===== config.mk =====
export PLATFORM = sky130hd
export DESIGN_NAME = signed_int_to_ascii_radix
export DESIGN_NICKNAME = d
export VERILOG_FILES = /design/src/hdl/sitoa_pkg.sv /design/src/hdl/sitoa_ctrl.sv /design/src/hdl/sitoa_dp.sv /design/src/hdl/signed_int_to_ascii_radix.sv
export SDC_FILE = /design/constraint.sdc
export NUM_CORES = 1
export LEC_CHECK = 0
export ABC_AREA = 1
export BUFFER_PORTS_ARGS = -buffer_cell sky130_fd_sc_hd__buf_2
export CELL_PAD_IN_SITES_DETAIL_PLACEMENT = 1
export CELL_PAD_IN_SITES_GLOBAL_PLACEMENT = 2
export CORE_MARGIN = 5
export CORE_UTILIZATION = 40
export CTS_CLUSTER_SIZE = 16
export DETAILED_ROUTE_END_ITERATION = 12
export GPL_ROUTABILITY_DRIVEN = 0
export GPL_TIMING_DRIVEN = 1
export HOLD_SLACK_MARGIN = 0.06
export PLACE_DENSITY = 0.92
export SKIP_LAST_GASP = 1
export SYNTH_ARGS = -nofsm -noshare
export SYNTH_HDL_FRONTEND = slang
export SYNTH_SLANG_ARGS = --single-unit

===== constraint.sdc =====
create_clock -name clk -period 2.7 [get_ports clk]
set_input_delay 0.135 -clock clk [delete_from_list [all_inputs] [get_ports clk]]
set_output_delay 0.135 -clock clk [all_outputs]
set_load 0.005 [all_outputs]

===== src/hdl/sitoa_pkg.sv =====
`timescale 1ns / 1ps
// Shared constants, control/status types and the digit encoder for the signed itoa block.
package sitoa_pkg;

	localparam int VALUE_BITS = 32;
	localparam int RADIX_W    = 6;
	localparam int CHAR_W     = 8;
	localparam int LEN_W      = 6;
	localparam int REM_W      = 6;
	localparam int ADDR_W     = $clog2(VALUE_BITS);
	localparam int CNT_W      = $clog2(VALUE_BITS + 1);
	localparam int BIT_W      = $clog2(VALUE_BITS);

	localparam logic [RADIX_W-1:0] RADIX_MIN = RADIX_W'(2);
	localparam logic [RADIX_W-1:0] RADIX_MAX = RADIX_W'(36);

	localparam logic [CHAR_W-1:0] CHAR_ZERO  = 8'h30;
	localparam logic [CHAR_W-1:0] CHAR_ALPHA = 8'h41;
	localparam logic [CHAR_W-1:0] CHAR_MINUS = 8'h2D;
	localparam logic [CHAR_W-1:0] CHAR_NUL   = 8'h00;
	localparam logic [REM_W-1:0]  DIGIT_DEC_MAX = REM_W'(9);
	localparam logic [CHAR_W-1:0] DEC_BASE   = CHAR_W'(10);

	// Commands from the sequencer to the datapath.
	typedef struct packed {
		logic load;
		logic step;
		logic commit;
		logic emit_sign;
		logic emit_digit;
		logic emit_term;
	} sitoa_cmd_t;

	// Status from the datapath back to the sequencer.
	typedef struct packed {
		logic div_last;
		logic quo_zero;
		logic cnt_last;
		logic neg;
		logic idx_one;
		logic out_free;
	} sitoa_sts_t;

	function automatic logic [CHAR_W-1:0] digit_char(input logic [REM_W-1:0] d);
		logic [CHAR_W-1:0] wide;
		wide = CHAR_W'(d);
		if (d > DIGIT_DEC_MAX)
			return wide - DEC_BASE + CHAR_ALPHA;
		else
			return wide + CHAR_ZERO;
	endfunction

endpackage


===== src/hdl/sitoa_ctrl.sv =====
`timescale 1ns / 1ps
// Sequencer: steps the divider per digit, then emits sign, buffered digits, zero byte.
module sitoa_ctrl (
	input  logic                  clk,
	input  logic                  arst_n,
	input  logic                  in_valid,
	output logic                  in_ready,
	input  sitoa_pkg::sitoa_sts_t sts,
	output sitoa_pkg::sitoa_cmd_t cmd
);
	import sitoa_pkg::*;

	typedef enum logic [2:0] {
		ST_IDLE,
		ST_DIV,
		ST_COMMIT,
		ST_SIGN,
		ST_FETCH,
		ST_DIGIT,
		ST_TERM
	} state_t;

	state_t state_q;

	always_ff @(posedge clk or negedge arst_n) begin
		if (!arst_n) begin
			state_q <= ST_IDLE;
		end else begin
			case (state_q)
				ST_IDLE: begin
					if (in_valid)
						state_q <= ST_DIV;
				end
				ST_DIV: begin
					if (sts.div_last)
						state_q <= ST_COMMIT;
				end
				ST_COMMIT: begin
					// Stop on a zero quotient or a full buffer.
					if (sts.quo_zero || sts.cnt_last)
						state_q <= sts.neg ? ST_SIGN : ST_FETCH;
					else
						state_q <= ST_DIV;
				end
				ST_SIGN: begin
					if (sts.out_free)
						state_q <= ST_FETCH;
				end
				ST_FETCH: begin
					state_q <= ST_DIGIT;
				end
				ST_DIGIT: begin
					if (sts.out_free)
						state_q <= sts.idx_one ? ST_TERM : ST_FETCH;
				end
				ST_TERM: begin
					if (sts.out_free)
						state_q <= ST_IDLE;
				end
				default: begin
					state_q <= ST_IDLE;
				end
			endcase
		end
	end

	assign in_ready       = (state_q == ST_IDLE);
	assign cmd.load       = (state_q == ST_IDLE) && in_valid;
	assign cmd.step       = (state_q == ST_DIV);
	assign cmd.commit     = (state_q == ST_COMMIT);
	assign cmd.emit_sign  = (state_q == ST_SIGN) && sts.out_free;
	assign cmd.emit_digit = (state_q == ST_DIGIT) && sts.out_free;
	assign cmd.emit_term  = (state_q == ST_TERM) && sts.out_free;

endmodule


===== src/hdl/sitoa_dp.sv =====
`timescale 1ns / 1ps
// Datapath: magnitude and radix registers, bit-serial divider, digit buffer, output register.
module sitoa_dp (
	input  logic                                  clk,
	input  logic                                  arst_n,
	input  logic signed [sitoa_pkg::VALUE_BITS-1:0] value,
	input  logic        [sitoa_pkg::RADIX_W-1:0]  radix,
	input  sitoa_pkg::sitoa_cmd_t                 cmd,
	output sitoa_pkg::sitoa_sts_t                 sts,
	output logic                                  out_valid,
	input  logic                                  out_ready,
	output logic        [sitoa_pkg::CHAR_W-1:0]   character,
	output logic                                  last,
	output logic        [sitoa_pkg::LEN_W-1:0]    total_length
);
	import sitoa_pkg::*;

	logic [VALUE_BITS-1:0] quo_q;
	logic [REM_W-1:0]      rem_q;
	logic [RADIX_W-1:0]    rad_q;
	logic                  neg_q;
	logic [BIT_W-1:0]      bit_cnt_q;
	logic [CNT_W-1:0]      cnt_q;
	logic [LEN_W-1:0]      len_q;
	logic                  out_valid_q;
	logic [CHAR_W-1:0]     out_char_q;
	logic                  out_last_q;
	logic [LEN_W-1:0]      out_len_q;

	logic [REM_W-1:0]      digit_mem [VALUE_BITS];
	logic [REM_W-1:0]      rd_data_q;
	logic [ADDR_W-1:0]     rd_addr;

	logic [VALUE_BITS-1:0] value_u;
	logic [VALUE_BITS-1:0] mag;
	logic [RADIX_W-1:0]    rad_clamp;
	logic [REM_W:0]        trial;
	logic [REM_W:0]        diff;
	logic                  ge;
	logic                  emit_any;

	always_comb begin
		value_u = VALUE_BITS'(value);
		mag     = value_u[VALUE_BITS-1] ? (~value_u + VALUE_BITS'(1)) : value_u;
		if (radix < RADIX_MIN)
			rad_clamp = RADIX_MIN;
		else if (radix > RADIX_MAX)
			rad_clamp = RADIX_MAX;
		else
			rad_clamp = radix;
		trial = {rem_q, quo_q[VALUE_BITS-1]};
		ge    = trial >= {1'b0, rad_q};
		diff  = trial - {1'b0, rad_q};
	end

	assign emit_any = cmd.emit_sign | cmd.emit_digit | cmd.emit_term;
	assign rd_addr  = ADDR_W'(cnt_q - CNT_W'(1));

	// Control counters.
	always_ff @(posedge clk or negedge arst_n) begin
		if (!arst_n) begin
			bit_cnt_q   <= '0;
			cnt_q       <= '0;
			len_q       <= '0;
			out_valid_q <= 1'b0;
		end else begin
			if (cmd.load) begin
				bit_cnt_q <= '0;
				cnt_q     <= '0;
				len_q     <= '0;
			end else if (cmd.step) begin
				bit_cnt_q <= bit_cnt_q + BIT_W'(1);
			end else if (cmd.commit) begin
				bit_cnt_q <= '0;
				cnt_q     <= cnt_q + CNT_W'(1);
			end else if (cmd.emit_digit) begin
				cnt_q     <= cnt_q - CNT_W'(1);
			end
			if (emit_any)
				len_q <= len_q + LEN_W'(1);
			out_valid_q <= emit_any | (out_valid_q & ~out_ready);
		end
	end

	// Divider and payload registers.
	always_ff @(posedge clk) begin
		if (cmd.load) begin
			quo_q <= mag;
			rem_q <= '0;
			rad_q <= rad_clamp;
			neg_q <= value_u[VALUE_BITS-1];
		end else if (cmd.step) begin
			quo_q <= {quo_q[VALUE_BITS-2:0], ge};
			rem_q <= ge ? diff[REM_W-1:0] : trial[REM_W-1:0];
		end else if (cmd.commit) begin
			rem_q <= '0;
		end
		if (cmd.emit_sign) begin
			out_char_q <= CHAR_MINUS;
			out_last_q <= 1'b0;
			out_len_q  <= '0;
		end else if (cmd.emit_digit) begin
			out_char_q <= digit_char(rd_data_q);
			out_last_q <= 1'b0;
			out_len_q  <= '0;
		end else if (cmd.emit_term) begin
			out_char_q <= CHAR_NUL;
			out_last_q <= 1'b1;
			out_len_q  <= len_q + LEN_W'(1);
		end
	end

	// Digit buffer: one write port, one registered read port.
	always_ff @(posedge clk) begin
		if (cmd.commit)
			digit_mem[cnt_q[ADDR_W-1:0]] <= rem_q;
		rd_data_q <= digit_mem[rd_addr];
	end

	assign sts.div_last = (bit_cnt_q == BIT_W'(VALUE_BITS - 1));
	assign sts.quo_zero = (quo_q == '0);
	assign sts.cnt_last = (cnt_q == CNT_W'(VALUE_BITS - 1));
	assign sts.neg      = neg_q;
	assign sts.idx_one  = (cnt_q == CNT_W'(1));
	assign sts.out_free = ~out_valid_q | out_ready;

	assign out_valid    = out_valid_q;
	assign character    = out_char_q;
	assign last         = out_last_q;
	assign total_length = out_len_q;

endmodule


===== src/hdl/signed_int_to_ascii_radix.sv =====
`timescale 1ns / 1ps
// Top level of the signed integer to ASCII text converter.
//
// Input channel (in_valid/in_ready): one beat carries a signed value and a radix. Radix
// values below 2 act as 2, above 36 act as 36.
// Output channel (out_valid/out_ready): one beat per character, most significant first:
// an optional '-', the digits ('0'-'9', 'A'-'Z'), then a zero byte with last high and
// total_length holding the character count including that zero byte.
// Digits come from a restoring divider that retires one quotient bit per cycle, so each
// digit takes VALUE_BITS shift/subtract steps followed by a buffer write.
// Emission then loads the optional sign, each digit (buffer read, then output load) and
// the zero byte into the output register, waiting out any out_ready stall.
// in_ready is high only while the sequencer is idle, which it returns to as soon as the
// zero byte is loaded, so the next value is taken while that final beat still waits.
// A stalled receiver holds the output register; the sequencer waits with it.
// Reset clears the sequencer, the output valid and the counters; the digit buffer is not
// cleared since each item writes every entry it later reads.
module signed_int_to_ascii_radix (
	input  logic                                    clk,
	input  logic                                    arst_n,
	input  logic                                    in_valid,
	output logic                                    in_ready,
	input  logic signed [sitoa_pkg::VALUE_BITS-1:0] value,
	input  logic        [sitoa_pkg::RADIX_W-1:0]    radix,
	output logic                                    out_valid,
	input  logic                                    out_ready,
	output logic        [sitoa_pkg::CHAR_W-1:0]     character,
	output logic                                    last,
	output logic        [sitoa_pkg::LEN_W-1:0]      total_length
);
	import sitoa_pkg::*;

	sitoa_cmd_t cmd;
	sitoa_sts_t sts;

	// Sequencer: owns the input handshake and paces divider and emission.
	sitoa_ctrl u_ctrl (
		.clk      (clk),
		.arst_n   (arst_n),
		.in_valid (in_valid),
		.in_ready (in_ready),
		.sts      (sts),
		.cmd      (cmd)
	);

	// Datapath: divider, digit buffer and the output register.
	sitoa_dp u_dp (
		.clk          (clk),
		.arst_n       (arst_n),
		.value        (value),
		.radix        (radix),
		.cmd          (cmd),
		.sts          (sts),
		.out_valid    (out_valid),
		.out_ready    (out_ready),
		.character    (character),
		.last         (last),
		.total_length (total_length)
	);

endmodule

==> flow_summary.yaml, run 1 <==
outcome:
  status: "complete, no violations"
die:
  die_area_um2: 36800
  fp.dieH_um: 192
  die_x_um: 192
  fp.coreArea_um2: 32600
  io_pins: 59
  initial_core_util_pct: 40.5
  rows: 66
synth:
  yosysWarnings: 0
  ys_ff_latch: 279
  synth.distinct_cells: 48
  syn_area_um2: 13200
  ys_seq_area_share_pct: 60.5
  syn-num-nets: 1422
  syn_area_per_cell_um2: 9.73
  synthCells: 1358
power:
  leakage_nw: 5.89
  finalPower_w: 0.0181
  powerDensity_nw_per_um2: 1170
  ir_worst_vdd_uv: 625
timing:
  max_freq_mhz: 398
  hold_viol: 0
  finClkSkew_ns: 0.0263
  setup_tns_ns: 0
  relSlewSlack_pct: 44.4
  rsz0062_at_grt: "no"
  setup_violations: 0
  period_needed_ns: 2.51
  timing.final.crit_share_pct: 93.1
  fin_ws_ns: 0.187
  worst_slew_pin_slew_ns: 0.834
  final_max_slew_viol_count: 0
  whs_ns: 0.0828
placement:
  dp_slack_ns: 0.196
  hpwl_um: 24100
  place_inst: 1824
  portBuffers: 58
clock_network:
  cts_max_level: 1
  numCtsBuffers: 30
  cts_max_path_buffers: 3
  worstSkewPairLatency_ns: 0.57
  path_clk_slew_ns: 0.07
  clockRootBuffer: "clkbuf_16"
  cts_tree: "built"
  numClockSinks: 279
routing:
  firstDrtPassIters: 4
  routed_wirelength_um: 36500
  wl_met1_um: 15600
  antenna_left: 0
  vias: 10000
  vias_per_cell: 5.22
  drc: 0
  wl_met2_um: 18700
  route.met3.wl_um: 1060
  routed.top_layer: "met4"
  avgRoutedWirePerCell_um: 19.0
  drtIter0Drc: 576
global_route:
  first_global_vias: 10700
  antenna_found_initial: 0
  grt_max_degree: 87
  grt_pass1_wl_um: 57400
  grt_usage_pct: 19.7
  grt_overflow_total: 0
layout:
  final_cells: 1921
  layout-drive-gt1-share_pct: 11.1
  finalNetCount: 1518
  final_common_cell: "nor2_1"
  layout_common_cells: "nor2_1, nand2_1, edfxtp_1"
  syn_to_final_growth_pct: 16.6
critical_path:
  critPathMaxStageDelay_ns: 0.61
  cp_slowest_cell: "nor2_1"
  crit_chain: "nor3_4 -> nand2_1 -> nor2_1"
  worst-setup-path-type: "reg2reg"
  cp_data_arrival_time_ns: 2.71
  cp-start-kind: "flop"
  crit_family: "simple AND/OR/NAND/NOR gates"
  crit_path_end_kind: "flop"
  required_ns: 2.89
  cp.buffers_inverters: 0
  critical_path_peak_fanout: 13
min_path:
  holdCritPathClass: "in2reg"
flow_run:
  cap_violations: 0
## path summary, 6_finish.rpt
path / cells after the start / to / start / slack, ns
setup / recovery: 3 / u_dp.digit_mem[26][0] / u_ctrl.state_q[0] / 0.19
hold / removal: 4 / u_dp.quo_q[2] / value[2] / 0.08
setup reg to reg: 3 / u_dp.digit_mem[26][0] / u_ctrl.state_q[0] / 0.19
hold reg to reg: 2 / u_dp.character[1] / u_dp.character[1] / 0.47
max in group asynchronous: 2 / u_dp.cnt_q[0] / arst_n / 2.21
min in group asynchronous: 2 / u_dp.cnt_q[1] / arst_n / 0.09
## timing repair
action                     CTS  global route
hold endpoints to repair    60             0
hold buffers                40             0
setup buffers                0             0
setup endpoints to repair    0             0
resized for setup            0             0
## through the flow
stage	cell area, um^2	utilization [%]
after floorplan	13200	-
after detailed placement	14000	42.8
after CTS	15400	47.3
after global routing	15400	47.3
after global placement	14000	42.8
final	15400	47.3
## area by class of cell
class | instances | area (um^2)
inverters | 76 | 285
clock inverters | 21 | 280
fillers | 3671 | 17200
clock buffers | 34 | 766
well taps | 442 | 553
flip-flops and latches | 279 | 8000
repair buffers | 121 | 876
diodes | 2 | 5.00
multi-input cells | 946 | 4650
## worst reg2reg max path, cell delays in order, from the launching register on
cell,delay [ns]
dfrtp_1,0.45
nor3_4,0.50
nand2_1,0.58
nor2_1,0.62
## flip-flops by register name (all words and copies together) (netlist names)
signal,cells
u_dp.character,8
u_dp.quo_q,32
u_dp.out_valid,1
u_dp.rad_q,6
u_dp.neg_q,1
u_dp.len_q,6
u_dp.rem_q,6
u_dp.bit_cnt_q,5
u_dp.cnt_q,6
u_ctrl.state_q,3
u_dp.total_length,6
u_dp.last,1
u_dp.digit_mem,192
u_dp.rd_data_q,6
## cell usage after synthesis, drive strengths merged
library cell,count,area [um^2]
or2,4,25.0
a21o,2,15.0
inv,76,285
a32o,1,10.0
edfxtp,231,6940
o31ai,1,7.51
nand3b,1,7.51
ha,21,263
nor2,282,1090
dfrtp,21,526
a21boi,1,7.51
a22oi,2,15.0
nor3b,1,7.51
nand4,9,56.3
a22o,2,17.5
o22ai,4,25.0
xnor2,8,70.1
nand3,77,390
a21oi,20,100
o211ai,39,293
clkbuf,23,86.3
nand2,250,956
a31oi,3,25.0
xor2,23,228
o21bai,3,22.5
and2,2,12.5
o21a,1,7.51
dfxtp,27,541
fa,1,20.0
o21ai,178,906
buf,34,198
nor3,10,66.3
## cells by family (layout without fill, tap and decap cells)
| logic type | count (synthesis) | in the layout | share of synthesized area [%] |
|---|---|---|---|
| simple gates | 636 | 636 | 19.8 |
| fa+ha+maj | 22 | 22 | 2.14 |
| buf+inv | 133 | 252 | 4.31 |
| compound gates | 257 | 257 | 11.0 |
| xor+xnor | 31 | 31 | 2.25 |
| other cells | 0 | 2 | 0 |
| flops | 279 | 279 | 60.5 |
## where the power goes
| group | switching (W) | internal, W |
|---|---|---|
| combinational | 0.00517 | 0.00232 |
| sequential | 0.000473 | 0.00578 |
| clock | 0.00173 | 0.00262 |
| total | 0.00737 | 0.0107 |
## layer usage
metal,track usage [%],up-vias
li1,-,4853
met1,25.0,4929
met2,35.4,175
met3,2.25,69
met4,5.97,0
met5,0,-
No activity file was read; power rests on OpenSTA's default activity.
==> run 2, diff against run 1 <==
CTS_CLUSTER_DIAMETER = 50   (was not set)
MAX_ROUTING_LAYER = met4   (was not set)
==> flow_summary.yaml, run 2 (synthesized netlist as in run 1, its figures left out) <==
power:
  internal_power_w: 0.0107
  p_clk_share_pct: 24.9
  p_switching_w: 0.00762
  leakage_nw: 5.90
  power_frac_seq_pct: 34.2
  ir_worst_vdd_uv: 639
  powerDensity_nw_per_um2: 1190
  p_comb_share_pct: 40.9
  switching_share_pct: 41.6
die:
  io_pins: 59
  die_area_um2: 36800
  die_x_um: 192
  initial_core_util_pct: 40.5
  fp.coreArea_um2: 32600
  rows: 66
  fp.dieH_um: 192
global_route:
  grt_overflow_total: 0
  antenna_found_initial: 0
  first_global_vias: 10700
  grt_usage_pct: 20.4
  grt_max_degree: 87
  grt_pass1_wl_um: 57700
clock_network:
  clockRootBuffer: "clkbuf_16"
  cts_setup_buffers: 0
  numCtsBuffers: 35
  worstSkewPairLatency_ns: 0.53
  cts_max_path_buffers: 3
  cts_tree: "built"
  numClockSinks: 279
  cts_max_level: 2
  ctsResizeCount: 0
  path_clk_slew_ns: 0.06
placement:
  dp_slack_ns: 0.196
  hpwl_um: 24100
  dpl_cell_area_um2: 14000
  portBuffers: 58
critical_path:
  r2r_end: "u_dp.digit_mem[26][0]"
  cp_data_arrival_time_ns: 2.67
  cp_slowest_cell: "nor2_1"
  worst-setup-path-type: "reg2reg"
  critPathMaxStageDelay_ns: 0.61
  critical_path_peak_fanout: 13
  required_ns: 2.85
  r2r_start: "u_ctrl.state_q[0]"
  r2r_setup_slack_ns: 0.18
  reg2regPathDepth: 3
  crit_chain: "nor3_4 -> nand2_1 -> nor2_1"
  cp-start-kind: "flop"
  crit_path_end_kind: "flop"
timing:
  period_needed_ns: 2.52
  timing.final.crit_share_pct: 93.2
  final_max_slew_viol_count: 0
  hold_viol: 0
  relSlewSlack_pct: 45.7
  max_freq_mhz: 397
  setup_violations: 0
  fin_ws_ns: 0.182
  setup_tns_ns: 0
  finClkSkew_ns: 0.0355
  worst_slew_pin_slew_ns: 0.815
  rsz0062_at_grt: "no"
routing:
  firstDrtPassIters: 4
  vias: 10000
  routed_wirelength_um: 36400
  avgRoutedWirePerCell_um: 19.0
  drc: 0
  vias_per_cell: 5.24
  drtIter0Drc: 616
  antenna_left: 0
flow_run:
  cap_violations: 0
layout:
  final_common_cell: "nor2_1"
  postLayoutCellArea_um2: 15400
  antenna_cells: 0
  layout-drive-gt1-share_pct: 12.0
  multiInputGateArea_um2: 4650
  syn_to_final_growth_pct: 16.3
  finalNetCount: 1511
  seq_area_um2: 8000
  fill_cells: 3670
  layout_common_cells: "nor2_1, nand2_1, edfxtp_1"
  largest_register_ffs: 192
min_path:
  hp-start: "value[15]"
  holdCritPathClass: "in2reg"
  hold_depth: 3
  min_to: "u_dp.quo_q[15]"
outcome:
  status: "complete, no violations"
## run 2: cell count changes in the layout (fill, tap and decap cells not counted), moves of 4 or more
cell / change
dlygate4sd3_1: -12
inv_6: +6
clkbuf_16: +5
clkinv_1: -4
bufinv_16: -5
inv_8: +4
## run 2: what timing repair did
item,4_1_cts,5_1_grt
setup endpoints to repair,0,0
hold endpoints to repair,47,0
hold buffers,28,0
## run 2: how the worst max path moves through the flow
| stage | start | to | slack (ns) | depth (start not counted) |
|---|---|---|---|---|
| CTS | u_ctrl.state_q[0] | u_dp.digit_mem[26][1] | 0.18 | 3 |
| global route | u_ctrl.state_q[0] | u_dp.digit_mem[26][1] | 0.03 | 3 |
| detailed placement | u_ctrl.state_q[0] | u_dp.digit_mem[26][3] | 0.20 | 3 |
| global placement | u_ctrl.state_q[0] | u_dp.digit_mem[2][4] | 0.36 | 3 |
| finish | u_ctrl.state_q[0] | u_dp.digit_mem[26][0] | 0.18 | 3 |
| floorplan | u_dp.cnt_q[0] | u_dp.rd_data_q[4] | 0.49 | 15 |
## run 2: power by group through the flow
stage / logic, W / registers [W] / clock network [W]
after CTS: 0.00756 / 0.00626 / 0.00463
after global routing: 0.00834 / 0.00634 / 0.00486
after global placement: 0.00719 / 0.00631 / 0
after detailed placement: 0.00742 / 0.00634 / 0
after floorplan: 0.00501 / 0.00629 / 0
final: 0.00748 / 0.00627 / 0.00455
## run 2: critical path: cells and delay by family, from the launching register on
kind	cells	cell delay [ns]
simple gates	3	1.68
flops	1	0.45
## run 2: layout make-up
cell class | instances | area share (%)
Clock buffer | 39 | 5.86
Clock inverter | 23 | 1.45
Inverter | 76 | 1.86
Multi-Input combinational cell | 946 | 30.2
Sequential cell | 279 | 52.1
Tap cell | 442 | 3.60
Timing Repair Buffer | 109 | 4.92
## run 2: through the flow
stage	utilization, %	total power, W	hold WS (ns)	instances
final	47.1	0.0183	0.0622	1914
after global routing	47.1	0.0195	0.0612	1914
after CTS	47.1	0.0185	0.0613	1914
after detailed placement	42.8	0.0138	0.143	1824
after global placement	42.8	0.0135	0.137	1824
after floorplan	-	0.0113	-0.161	1358
## run 2: routing by layer
metal / track usage (%) / vias to the layer above / routed length (um)
met5: - / - / 0
met4: 6.60 / 0 / 1030
met3: 2.96 / 73 / 1200
met2: 34.8 / 174 / 18500
met1: 25.2 / 4920 / 15600
li1: - / 4854 / -
